**src/rtl/ufe_pkg.sv**
```systemverilog
// ufe_pkg: shared types and constants of the union-find engine
// widths of node numbers, forest entries, results and codes
// no dependencies
package ufe_pkg;

    localparam int MAX_NODES = 1024;
    localparam int NODE_W    = $clog2(MAX_NODES);
    localparam int SIZE_W    = 11;
    localparam int RANK_W    = 4;
    localparam int CFG_W     = NODE_W;
    localparam int REG_IDX_W = 1;
    localparam int TDATA_W   = 24;

    localparam logic [RANK_W-1:0] RANK_MAX = {RANK_W{1'b1}};

    localparam logic [REG_IDX_W-1:0] REG_NODE_COUNT = 1'd0;
    localparam logic [REG_IDX_W-1:0] REG_UNION_MODE = 1'd1;

    typedef logic [NODE_W-1:0] node_t;

    typedef enum logic {
        CMD_UNION = 1'b0,
        CMD_CLEAR = 1'b1
    } cmd_t;

    typedef enum logic {
        MODE_SIZE = 1'b0,
        MODE_RANK = 1'b1
    } union_mode_t;

    typedef struct packed {
        logic [RANK_W-1:0] rank;
        logic [SIZE_W-1:0] size;
        node_t             parent;
    } node_entry_t;

    localparam int ENTRY_W = $bits(node_entry_t);

    typedef struct packed {
        logic        we;
        node_t       addr;
        node_entry_t data;
    } ram_wr_t;

    typedef struct packed {
        node_t       node_count;
        union_mode_t union_mode;
    } cfg_t;

    typedef struct packed {
        logic  valid;
        node_t count;
    } restart_t;

    typedef struct packed {
        logic  merged;
        node_t root;
        node_t components;
        logic  all_connected;
        logic  bad_node;
    } result_t;

endpackage

```
**src/rtl/ufe_core.sv**
```systemverilog
// ufe_core: sequencer of the union-find engine
// root walks, path compression, linking, clearing sweep and component count
// depends on ufe_pkg; drives the forest ram in ufe_ram
module ufe_core
    import ufe_pkg::*;
(
    input  logic        clk,
    input  logic        rst_n,
    input  cfg_t        cfg,
    input  restart_t    restart,
    input  logic        in_valid,
    output logic        in_ready,
    input  cmd_t        in_cmd,
    input  node_t       in_a,
    input  node_t       in_b,
    output logic        res_valid,
    input  logic        res_ready,
    output result_t     res,
    output ram_wr_t     ram_wr,
    output node_t       ram_raddr,
    input  node_entry_t ram_rdata
);

    typedef enum logic [7:0] {
        S_CLEAR    = 8'b0000_0001,
        S_IDLE     = 8'b0000_0010,
        S_FIND     = 8'b0000_0100,
        S_COMP     = 8'b0000_1000,
        S_START_B  = 8'b0001_0000,
        S_JOIN     = 8'b0010_0000,
        S_LINK_TOP = 8'b0100_0000,
        S_DONE     = 8'b1000_0000
    } state_t;

    state_t      state_reg, state_next;
    node_t       clr_cnt_reg, clr_cnt_next;
    node_t       cur_reg, cur_next;
    logic        side_reg, side_next;
    node_t       a_reg, a_next;
    node_t       b_reg, b_next;
    node_t       root_a_reg, root_a_next;
    node_t       root_b_reg, root_b_next;
    node_entry_t ea_reg, ea_next;
    node_entry_t eb_reg, eb_next;
    node_t       set_count_reg, set_count_next;
    result_t     res_reg, res_next;
    logic        clear_pend_reg, clear_pend_next;

    node_t             n;
    node_t             start_node;
    node_t             side_root;
    logic              in_bad;
    logic              top_is_b;
    node_t             top_node;
    node_t             low_node;
    node_entry_t       top_e;
    node_entry_t       low_e;
    node_entry_t       top_wr;
    logic [SIZE_W-1:0] sum_size;
    logic [RANK_W-1:0] up_rank;
    node_t             cnt_dec;

    assign n          = cfg.node_count;
    assign start_node = side_reg ? b_reg : a_reg;
    assign side_root  = side_reg ? root_b_reg : root_a_reg;
    assign in_bad     = (in_a == '0) || (in_b == '0) || (in_a > n) || (in_b > n);
    assign cnt_dec    = (set_count_reg != '0) ? set_count_reg - 1'b1 : '0;

    // link decision
    always_comb
    begin
        if (cfg.union_mode == MODE_RANK)
        begin
            top_is_b = ea_reg.rank < eb_reg.rank;
        end
        else
        begin
            top_is_b = ea_reg.size < eb_reg.size;
        end
        top_node = top_is_b ? root_b_reg : root_a_reg;
        low_node = top_is_b ? root_a_reg : root_b_reg;
        top_e    = top_is_b ? eb_reg : ea_reg;
        low_e    = top_is_b ? ea_reg : eb_reg;
        sum_size = top_e.size + low_e.size;
        if (!top_is_b && (ea_reg.rank == eb_reg.rank) && (ea_reg.rank != RANK_MAX))
        begin
            up_rank = ea_reg.rank + 1'b1;
        end
        else
        begin
            up_rank = top_e.rank;
        end
        top_wr.parent = top_node;
        top_wr.size   = (cfg.union_mode == MODE_SIZE) ? sum_size : top_e.size;
        top_wr.rank   = (cfg.union_mode == MODE_RANK) ? up_rank : top_e.rank;
    end

    always_comb
    begin
        state_next      = state_reg;
        clr_cnt_next    = clr_cnt_reg;
        cur_next        = cur_reg;
        side_next       = side_reg;
        a_next          = a_reg;
        b_next          = b_reg;
        root_a_next     = root_a_reg;
        root_b_next     = root_b_reg;
        ea_next         = ea_reg;
        eb_next         = eb_reg;
        set_count_next  = set_count_reg;
        res_next        = res_reg;
        clear_pend_next = clear_pend_reg;
        ram_raddr       = cur_reg;
        ram_wr.we       = 1'b0;
        ram_wr.addr     = cur_reg;
        ram_wr.data     = ram_rdata;

        unique case (state_reg)
            S_CLEAR:
            begin
                ram_wr.we          = 1'b1;
                ram_wr.addr        = clr_cnt_reg;
                ram_wr.data.parent = clr_cnt_reg;
                ram_wr.data.size   = SIZE_W'(1);
                ram_wr.data.rank   = '0;
                if (clr_cnt_reg == n)
                begin
                    state_next = S_IDLE;
                end
                else
                begin
                    clr_cnt_next = clr_cnt_reg + 1'b1;
                end
            end
            S_IDLE:
            begin
                if (in_valid)
                begin
                    a_next = in_a;
                    b_next = in_b;
                    if (in_cmd == CMD_CLEAR)
                    begin
                        set_count_next         = n;
                        res_next.merged        = 1'b0;
                        res_next.root          = '0;
                        res_next.components    = n;
                        res_next.all_connected = (n == NODE_W'(1));
                        res_next.bad_node      = 1'b0;
                        clear_pend_next        = 1'b1;
                        state_next             = S_DONE;
                    end
                    else if (in_bad)
                    begin
                        res_next.merged        = 1'b0;
                        res_next.root          = '0;
                        res_next.components    = set_count_reg;
                        res_next.all_connected = (set_count_reg == NODE_W'(1));
                        res_next.bad_node      = 1'b1;
                        state_next             = S_DONE;
                    end
                    else
                    begin
                        ram_raddr  = in_a;
                        cur_next   = in_a;
                        side_next  = 1'b0;
                        state_next = S_FIND;
                    end
                end
            end
            S_FIND:
            begin
                if (ram_rdata.parent == cur_reg)
                begin
                    if (side_reg)
                    begin
                        root_b_next = cur_reg;
                        eb_next     = ram_rdata;
                    end
                    else
                    begin
                        root_a_next = cur_reg;
                        ea_next     = ram_rdata;
                    end
                    if (start_node == cur_reg)
                    begin
                        state_next = side_reg ? S_JOIN : S_START_B;
                    end
                    else
                    begin
                        ram_raddr  = start_node;
                        cur_next   = start_node;
                        state_next = S_COMP;
                    end
                end
                else
                begin
                    ram_raddr = ram_rdata.parent;
                    cur_next  = ram_rdata.parent;
                end
            end
            S_COMP:
            begin
                ram_wr.we          = 1'b1;
                ram_wr.addr        = cur_reg;
                ram_wr.data.parent = side_root;
                if (ram_rdata.parent == side_root)
                begin
                    state_next = side_reg ? S_JOIN : S_START_B;
                end
                else
                begin
                    ram_raddr = ram_rdata.parent;
                    cur_next  = ram_rdata.parent;
                end
            end
            S_START_B:
            begin
                ram_raddr  = b_reg;
                cur_next   = b_reg;
                side_next  = 1'b1;
                state_next = S_FIND;
            end
            S_JOIN:
            begin
                if (root_a_reg == root_b_reg)
                begin
                    res_next.merged        = 1'b0;
                    res_next.root          = root_a_reg;
                    res_next.components    = set_count_reg;
                    res_next.all_connected = (set_count_reg == NODE_W'(1));
                    res_next.bad_node      = 1'b0;
                    state_next             = S_DONE;
                end
                else
                begin
                    ram_wr.we          = 1'b1;
                    ram_wr.addr        = low_node;
                    ram_wr.data        = low_e;
                    ram_wr.data.parent = top_node;
                    state_next         = S_LINK_TOP;
                end
            end
            S_LINK_TOP:
            begin
                ram_wr.we              = 1'b1;
                ram_wr.addr            = top_node;
                ram_wr.data            = top_wr;
                set_count_next         = cnt_dec;
                res_next.merged        = 1'b1;
                res_next.root          = top_node;
                res_next.components    = cnt_dec;
                res_next.all_connected = (cnt_dec == NODE_W'(1));
                res_next.bad_node      = 1'b0;
                state_next             = S_DONE;
            end
            S_DONE:
            begin
                if (res_ready)
                begin
                    clr_cnt_next    = '0;
                    clear_pend_next = 1'b0;
                    state_next      = clear_pend_reg ? S_CLEAR : S_IDLE;
                end
            end
            default:
            begin
                state_next = S_CLEAR;
            end
        endcase

        // node count rewrite restarts the sweep
        if (restart.valid)
        begin
            state_next      = S_CLEAR;
            clr_cnt_next    = '0;
            set_count_next  = restart.count;
            clear_pend_next = 1'b0;
        end
    end

    always_ff @(posedge clk or negedge rst_n)
    begin
        if (!rst_n)
        begin
            state_reg      <= S_CLEAR;
            clr_cnt_reg    <= '0;
            side_reg       <= 1'b0;
            set_count_reg  <= NODE_W'(MAX_NODES - 1);
            clear_pend_reg <= 1'b0;
        end
        else
        begin
            state_reg      <= state_next;
            clr_cnt_reg    <= clr_cnt_next;
            side_reg       <= side_next;
            set_count_reg  <= set_count_next;
            clear_pend_reg <= clear_pend_next;
        end
    end

    always_ff @(posedge clk)
    begin
        cur_reg    <= cur_next;
        a_reg      <= a_next;
        b_reg      <= b_next;
        root_a_reg <= root_a_next;
        root_b_reg <= root_b_next;
        ea_reg     <= ea_next;
        eb_reg     <= eb_next;
        res_reg    <= res_next;
    end

    assign in_ready  = (state_reg == S_IDLE);
    assign res_valid = (state_reg == S_DONE);
    assign res       = res_reg;

    a_comp_no_raw: assert property (@(posedge clk) disable iff (!rst_n)
        (state_reg == S_COMP && ram_rdata.parent != side_root) |-> (ram_raddr != ram_wr.addr))
        else $error("compression reads the entry it writes");

    a_count_bound: assert property (@(posedge clk) disable iff (!rst_n)
        (state_reg == S_IDLE) |-> (set_count_reg <= n))
        else $error("component count above node count");

    a_link_distinct: assert property (@(posedge clk) disable iff (!rst_n)
        (state_reg == S_LINK_TOP) |-> (root_a_reg != root_b_reg))
        else $error("linking a root under itself");

    a_count_drop: assert property (@(posedge clk) disable iff (!rst_n)
        (state_reg == S_LINK_TOP && set_count_reg != '0 && !restart.valid)
        |=> (set_count_reg == $past(set_count_reg) - 1'b1))
        else $error("merge did not lower the component count");

endmodule

```
**config.mk**
```make
export PLATFORM = sky130hd
export DESIGN_NAME = ufe_core
export DESIGN_NICKNAME = d
export VERILOG_FILES = /design/src/rtl/ufe_pkg.sv /design/src/rtl/ufe_core.sv
export SDC_FILE = /design/constraint.sdc
export NUM_CORES = 1
export LEC_CHECK = 0
export BUFFER_PORTS_ARGS = -buffer_cell sky130_fd_sc_hd__buf_4
export CORE_ASPECT_RATIO = 1.2
export CORE_MARGIN = 5
export CORE_UTILIZATION = 63
export DETAILED_ROUTE_END_ITERATION = 8
export GPL_ROUTABILITY_DRIVEN = 1
export HOLD_SLACK_MARGIN = 0.06
export PLACE_DENSITY = 0.93
export SETUP_SLACK_MARGIN = 0.2
export SYNTH_ARGS = -nofsm -noshare
export SYNTH_HDL_FRONTEND = slang
export SYNTH_SLANG_ARGS = --single-unit
```
**constraint.sdc**
```tcl
create_clock -name clk -period 13.1 [get_ports clk]
set_input_delay 2.62 -clock clk [delete_from_list [all_inputs] [get_ports clk]]
set_output_delay 2.62 -clock clk [all_outputs]
set_load 0.05 [all_outputs]
```
# After elaboration in Yosys (flattened, before gate mapping)
# Index checks and enable logic that the tools add are counted.
# classes
n_shift,0
n_div,0
n_reduce_logical,23
n_addsub,4
n_eq_ne,30
n_mul,0
bitwise,1
mux,57
order_cmp,4
# ops
operator,n
$mux W10,17
$mux W23,4
$pmux W10 S4,2
$mux W8,9
$pmux W23 S3,1
$pmux W8 S8,1
$eq A10 B10 Y1,5
$mux W25,2
$pmux W15 S3,1
$pmux W11 S4,1
$pmux W10 S2,2
$mux W36,1
$eq A10 B1 Y1 const B,3
$gt A10 B10 Y1,2
$logic_not A10 Y1,2
$ne A3 B3 Y1 const B,5
$mux W6,2
$reduce_and A3 Y1,4
$reduce_and A4 Y1,3
$reduce_bool A3 Y1,4
$add A11 B11 Y11,1
$lt A11 B11 Y1,1
$mux W11,1
$add A10 B1 Y10 const B,1
28 further kinds,44
# totals
inputBits,72
mem_bits_rw,0
mem_bits_ro,0
wordCells,140
memories,0
reg_bits,153
latchBits,0

# Depth between registers and ports, before layout
# logic_depth
word_depth,9
ltp_mapped,12

# Worst setup path before layout
# OpenSTA, ideal clock, no wires.
# synth_timing
path_kind,in2out
start,input ram_rdata[2] in the netlist's numbering
end,output ram_raddr[1]
path_slack_ns,4.610
t_arrival_ns,5.870
path_stages,8
required_ns,10.480
path_cell_list,xor2_1 > nor4_1 > nand4_1 > nor2_1 > a21oi_1 > o311a_1 > o2111a_1 > a21oi_1
# synth_between
elab_chain_cells,3
word_cells_on_any_way,5
classes_between,2 x eq/ne; 3 x mux
# synth_lines
element,line,text
from (decl),ufe_core.sv:21,input node_entry_t ram_rdata
$eq A10 B10 Y1 (on tied branches),"ufe_core.sv:206, ufe_core.sv:172",
$mux W10 (on tied branches),"ufe_core.sv:206, ufe_core.sv:172",
$pmux W10 S4 *,-,
to (decl),ufe_core.sv:20,"output node_t ram_raddr,"
# Every way passes the cells marked *; elsewhere a longest branch is shown, timed or not.

# Worst setup path after layout
# layout_timing
start,input cfg[4] in the netlist's numbering
end,output ram_raddr[4]
# layout_between
elab_chain_cells,7
word_cells_on_any_way,8
classes_between,2 x order compare; 4 x mux; 2 x reduce/logical
# layout_lines
element,line,text
from (decl),ufe_core.sv:9,"input cfg_t cfg,"
$gt A10 B10 Y1,ufe_core.sv:66,assign in_bad = (in_a == '0) || (in_b == '0) || (in_a > n) || (in_b > n);
$logic_or A1 B1 Y1,ufe_core.sv:66,
$logic_or A1 B1 Y1 *,ufe_core.sv:66,
$mux W10 *,ufe_core.sv:152,else if (in_bad)
$mux W10 *,-,
$mux W10 *,ufe_core.sv:137,if (in_valid)
$pmux W10 S4 *,-,
# Marks and branches as above.

==> summary by stage <==
Power and ir drop
The combinational share of power is 0.398. The sequential cell fraction of total power is 0.304. The share of total power dissipated in the clock network is 0.298. In this run the static leakage power is 4.709 nW. The internal portion of the total power is roughly 1.1 mW.

The fraction of power spent switching nets is 0.4021. The net switching component of the power is 0.7439 mW. In this run the power density over the cells is between 150 and 200 nW/µm².

The worst voltage drop across the vdd grid is about 0.13 mV.

Clocking
The tree is rooted in a clkbuf_16. The maximum buffer depth of the clock tree is 2. Clock latency on the worst-skew pair, taken at its later pin, is ~0.43 ns. After clock tree synthesis, the clock-pin slew on the worst setup and hold paths is 0.06 ns. The number of sinks handled by clock tree synthesis is around 130. Clock tree synthesis inserted a total of 17 buffers.

The CTS tree is yes. The quantity of gates resized following cts is 0. The deepest level of the CTS H-tree is 4. The post-cts hold buffer count is 0. Post-CTS timing repair inserted 0 buffers for setup.

Worst setup path
The category of the worst setup path capture point is a primary output. Data on the critical path is required at its endpoint by between 10 and 15 ns. The category of the worst setup path launch point is an input port. Together, buffers and inverters on the worst path number 3.

The master of the slowest instance on the critical path is a2111oi_0. The maximum cell stage delay along the critical path is about 0.52 ns. The signal on the critical path passes through buf_4, inv_1, ha_1, a21oi_1, o21ai_0, a2111oi_0, o22ai_1, o31ai_1, o211ai_1, a2111oi_2, o22ai_1, buf_4. The largest fanout of any net on the critical path is 5. The worst setup path category is input port to primary output. The cell family with the largest share of critical-path delay is compound AO/OA/AOI/OAI gates. Data on the critical path arrives at its endpoint at 5.89 ns.

Routing
The first routing iteration left 921 violations. The count of antenna-violating nets left after detailed routing is 0. After detailed routing, the number of vias per cell comes to 6.742. Dividing the detail-routed wire length by the instance count gives 21.76 µm. The routed wire length is about 27 mm. For this run, design rule violations remaining after detail routing come to 0. The detailed-routing iteration count for the pre-antenna-repair pass is 8. The total number of vias is 8,421.

Synth
The sequential element share of the synthesized area is 0.4103. The number of cells produced by synthesis is 933. The total of warnings raised by yosys is 0.

The synthesized design contains 93 enable-type register cells. The total nets after synthesis is 1,056. The count of different cell masters after synthesis is 81. Dividing the synthesized area by the synthesized cell count gives 9.815 µm². For this run, asynchronously set or reset flops after synthesis account for 0.2256. The most used flip-flop cell after synthesis is edfxtp_1.

In this run, synthesis produced a sequential element count of 133. The synthesized cell area is between 9000 and 10,000 µm².

Layout
The antenna diode instance count is 0. Of the cells placed in the final design, the portion with a size suffix greater than 1 is 0.2076. The filler cells instantiated in the layout total 920.

The flip-flop count of the largest register after layout is 23. The most frequent standard cell in the layout excluding fill and tap cells is buf_4. The share of the core filled with cells in the final layout is 0.7698. In the layout the commonest cells are 151 x buf_4, 93 x edfxtp_1, 81 x nand2_1.

The number of nets in the finished design is 1,184. The post-synthesis to final-layout area growth is 20.66%.

STA
The setup TNS is 0 ns. The worst path needs 8.515 ns of the cycle, external delays included. At the pin with the least slew margin, the transition time is 1.166 ns. The count of final hold-check violations is 0. The smallest hold slack is approximately 0.54 ns. The highest clock rate is roughly 0.12 GHz. Across the routed clock network, the largest skew measured is 0.01266 ns.

Setup repair after global routing left no endpoint under its margin. Measured against its own limit, the worst slew margin works out to 0.2224. The number of slew-limit violations in the final report is 0.

The setup violation total in the final timing report is 0. The share of the clock period used by the worst path after layout is 0.6500.

Place
At the end of routability-driven placement, the weighted congestion stood at 0.9641. The count of input and output buffers is 142. The post-DP HPWL is 19.72 mm.

Floorplanning
The site row count is 48. The floorplan die width is 120.1 µm. The top-level port count is around 140. The floorplan step defined a core boundary enclosing 14,350 µm². The floorplan die area is 17,060 µm². Measured along the y axis, the die boundary spans 142.1 µm. The initial utilization of the core area, before any placement, comes to 0.6380.

Worst hold path
The path type of the worst min-delay path is flip-flop to flip-flop.

Outcome
The run finished with clean final reports.

Global route
The via count of the first global-routing pass was 8,188. The initial antenna violation count is 1. Entering global routing, the biggest net connects 52 pins. The total overflow left after global routing is 0. The overall fraction of global-route tracks in use is 0.3170. The first global-routing pass estimated 42.86 mm of wire.

Job
The number of maximum-capacitance violations is 0.
worst register-to-register path: cells and delay by family (launching register included):
kind                   cells  cell delay (ns)
buffers and inverters      3             1.27
AOI/OAI and AO/OA          1             0.19
DFF                        1             0.42
and+or+nand+nor            4             1.47
worst paths after layout:
kind                                        from          endpoint  slack [ns]  cells past startpoint
worst min-delay path            set_count_reg[1]  set_count_reg[1]        0.54                      2
worst min register to register  set_count_reg[1]  set_count_reg[1]        0.54                      2
min in group asynchronous                  rst_n    clr_cnt_reg[3]        2.13                      1
max in group asynchronous                  rst_n      state_reg[0]       10.64                      1
worst max-delay path                      cfg[4]      ram_raddr[4]        4.59                     12
worst max register to register      state_reg[7]            res[3]        9.43                      8
synthesized netlist by cell type (15+ instances only):
cell / n / area (µm²)
edfxtp_1: 93 / 2793
nand2_1: 81 / 304.0
nor2_1: 74 / 277.8
a21oi_1: 57 / 285.3
inv_1: 53 / 198.9
ha_1: 50 / 625.6
o21ai_0: 49 / 245.2
mux2i_1: 46 / 460.4
xor2_1: 37 / 324.1
xnor2_1: 34 / 297.8
clkbuf_1: 32 / 120.1
a22o_1: 23 / 201.4
a221o_1: 20 / 200.2
nand4_1: 20 / 125.1
dfrtp_1: 19 / 475.5
a221oi_1: 16 / 140.1
nor3_1: 15 / 75.07
layout make-up:
type / count / area, µm² / area share
tap: 175 / 219.0 / 0.01982
multi-input combinational: 702 / 5042 / 0.4563
timing repair buffer: 152 / 1141 / 0.1033
inverter: 55 / 206.4 / 0.01868
clock inverter: 12 / 226.5 / 0.02050
clock buffer: 20 / 456.7 / 0.04133
sequential: 133 / 3757 / 0.3401
kinds of logic (layout without fill, tap and decap cells):
family          after synthesis  count (layout)  synth area share
buf+inv                      98             239           0.04290
simple gates                260             260            0.1418
fa+ha+maj                    51              51           0.07050
flops                       133             133            0.4103
mux                          51              51           0.05670
xor+xnor                     71              71           0.06791
compound gates              269             269            0.2099
power groups by stage:
stage	Combinational, mW	Sequential (mW)	Clock (mW)
4_1_cts	0.730	0.558	0.553
3_5_place_dp	0.724	0.566	0
5_1_grt	0.777	0.567	0.572
6_report	0.736	0.563	0.551
3_3_place_gp	0.716	0.564	0
2_1_floorplan	0.535	0.535	0
per-stage QoR:
| stage | instances | setup slack (ns) | power [mW] | area, µm² |
|---|---|---|---|---|
| 2_1_floorplan | 933 | 4.610 | 1.069 | 9158 |
| 3_3_place_gp | 1216 | 4.834 | 1.280 | 10360 |
| 3_5_place_dp | 1216 | 4.660 | 1.290 | 10360 |
| 4_1_cts | 1248 | 4.626 | 1.841 | 11040 |
| 5_1_grt | 1249 | 4.281 | 1.915 | 11050 |
| 6_report | 1249 | 4.585 | 1.850 | 11050 |
layer usage:
metal	wire, µm	part of all wire	vias to the layer above	global-route usage
met5	12	0.00044	-	0
met4	1212	0.045	2	0.1677
met3	2651	0.098	102	0.07237
met2	13030	0.48	574	0.5086
met1	10270	0.38	3948	0.4018
li1	-	-	3795	-
(Power assumes the default switching activity.)
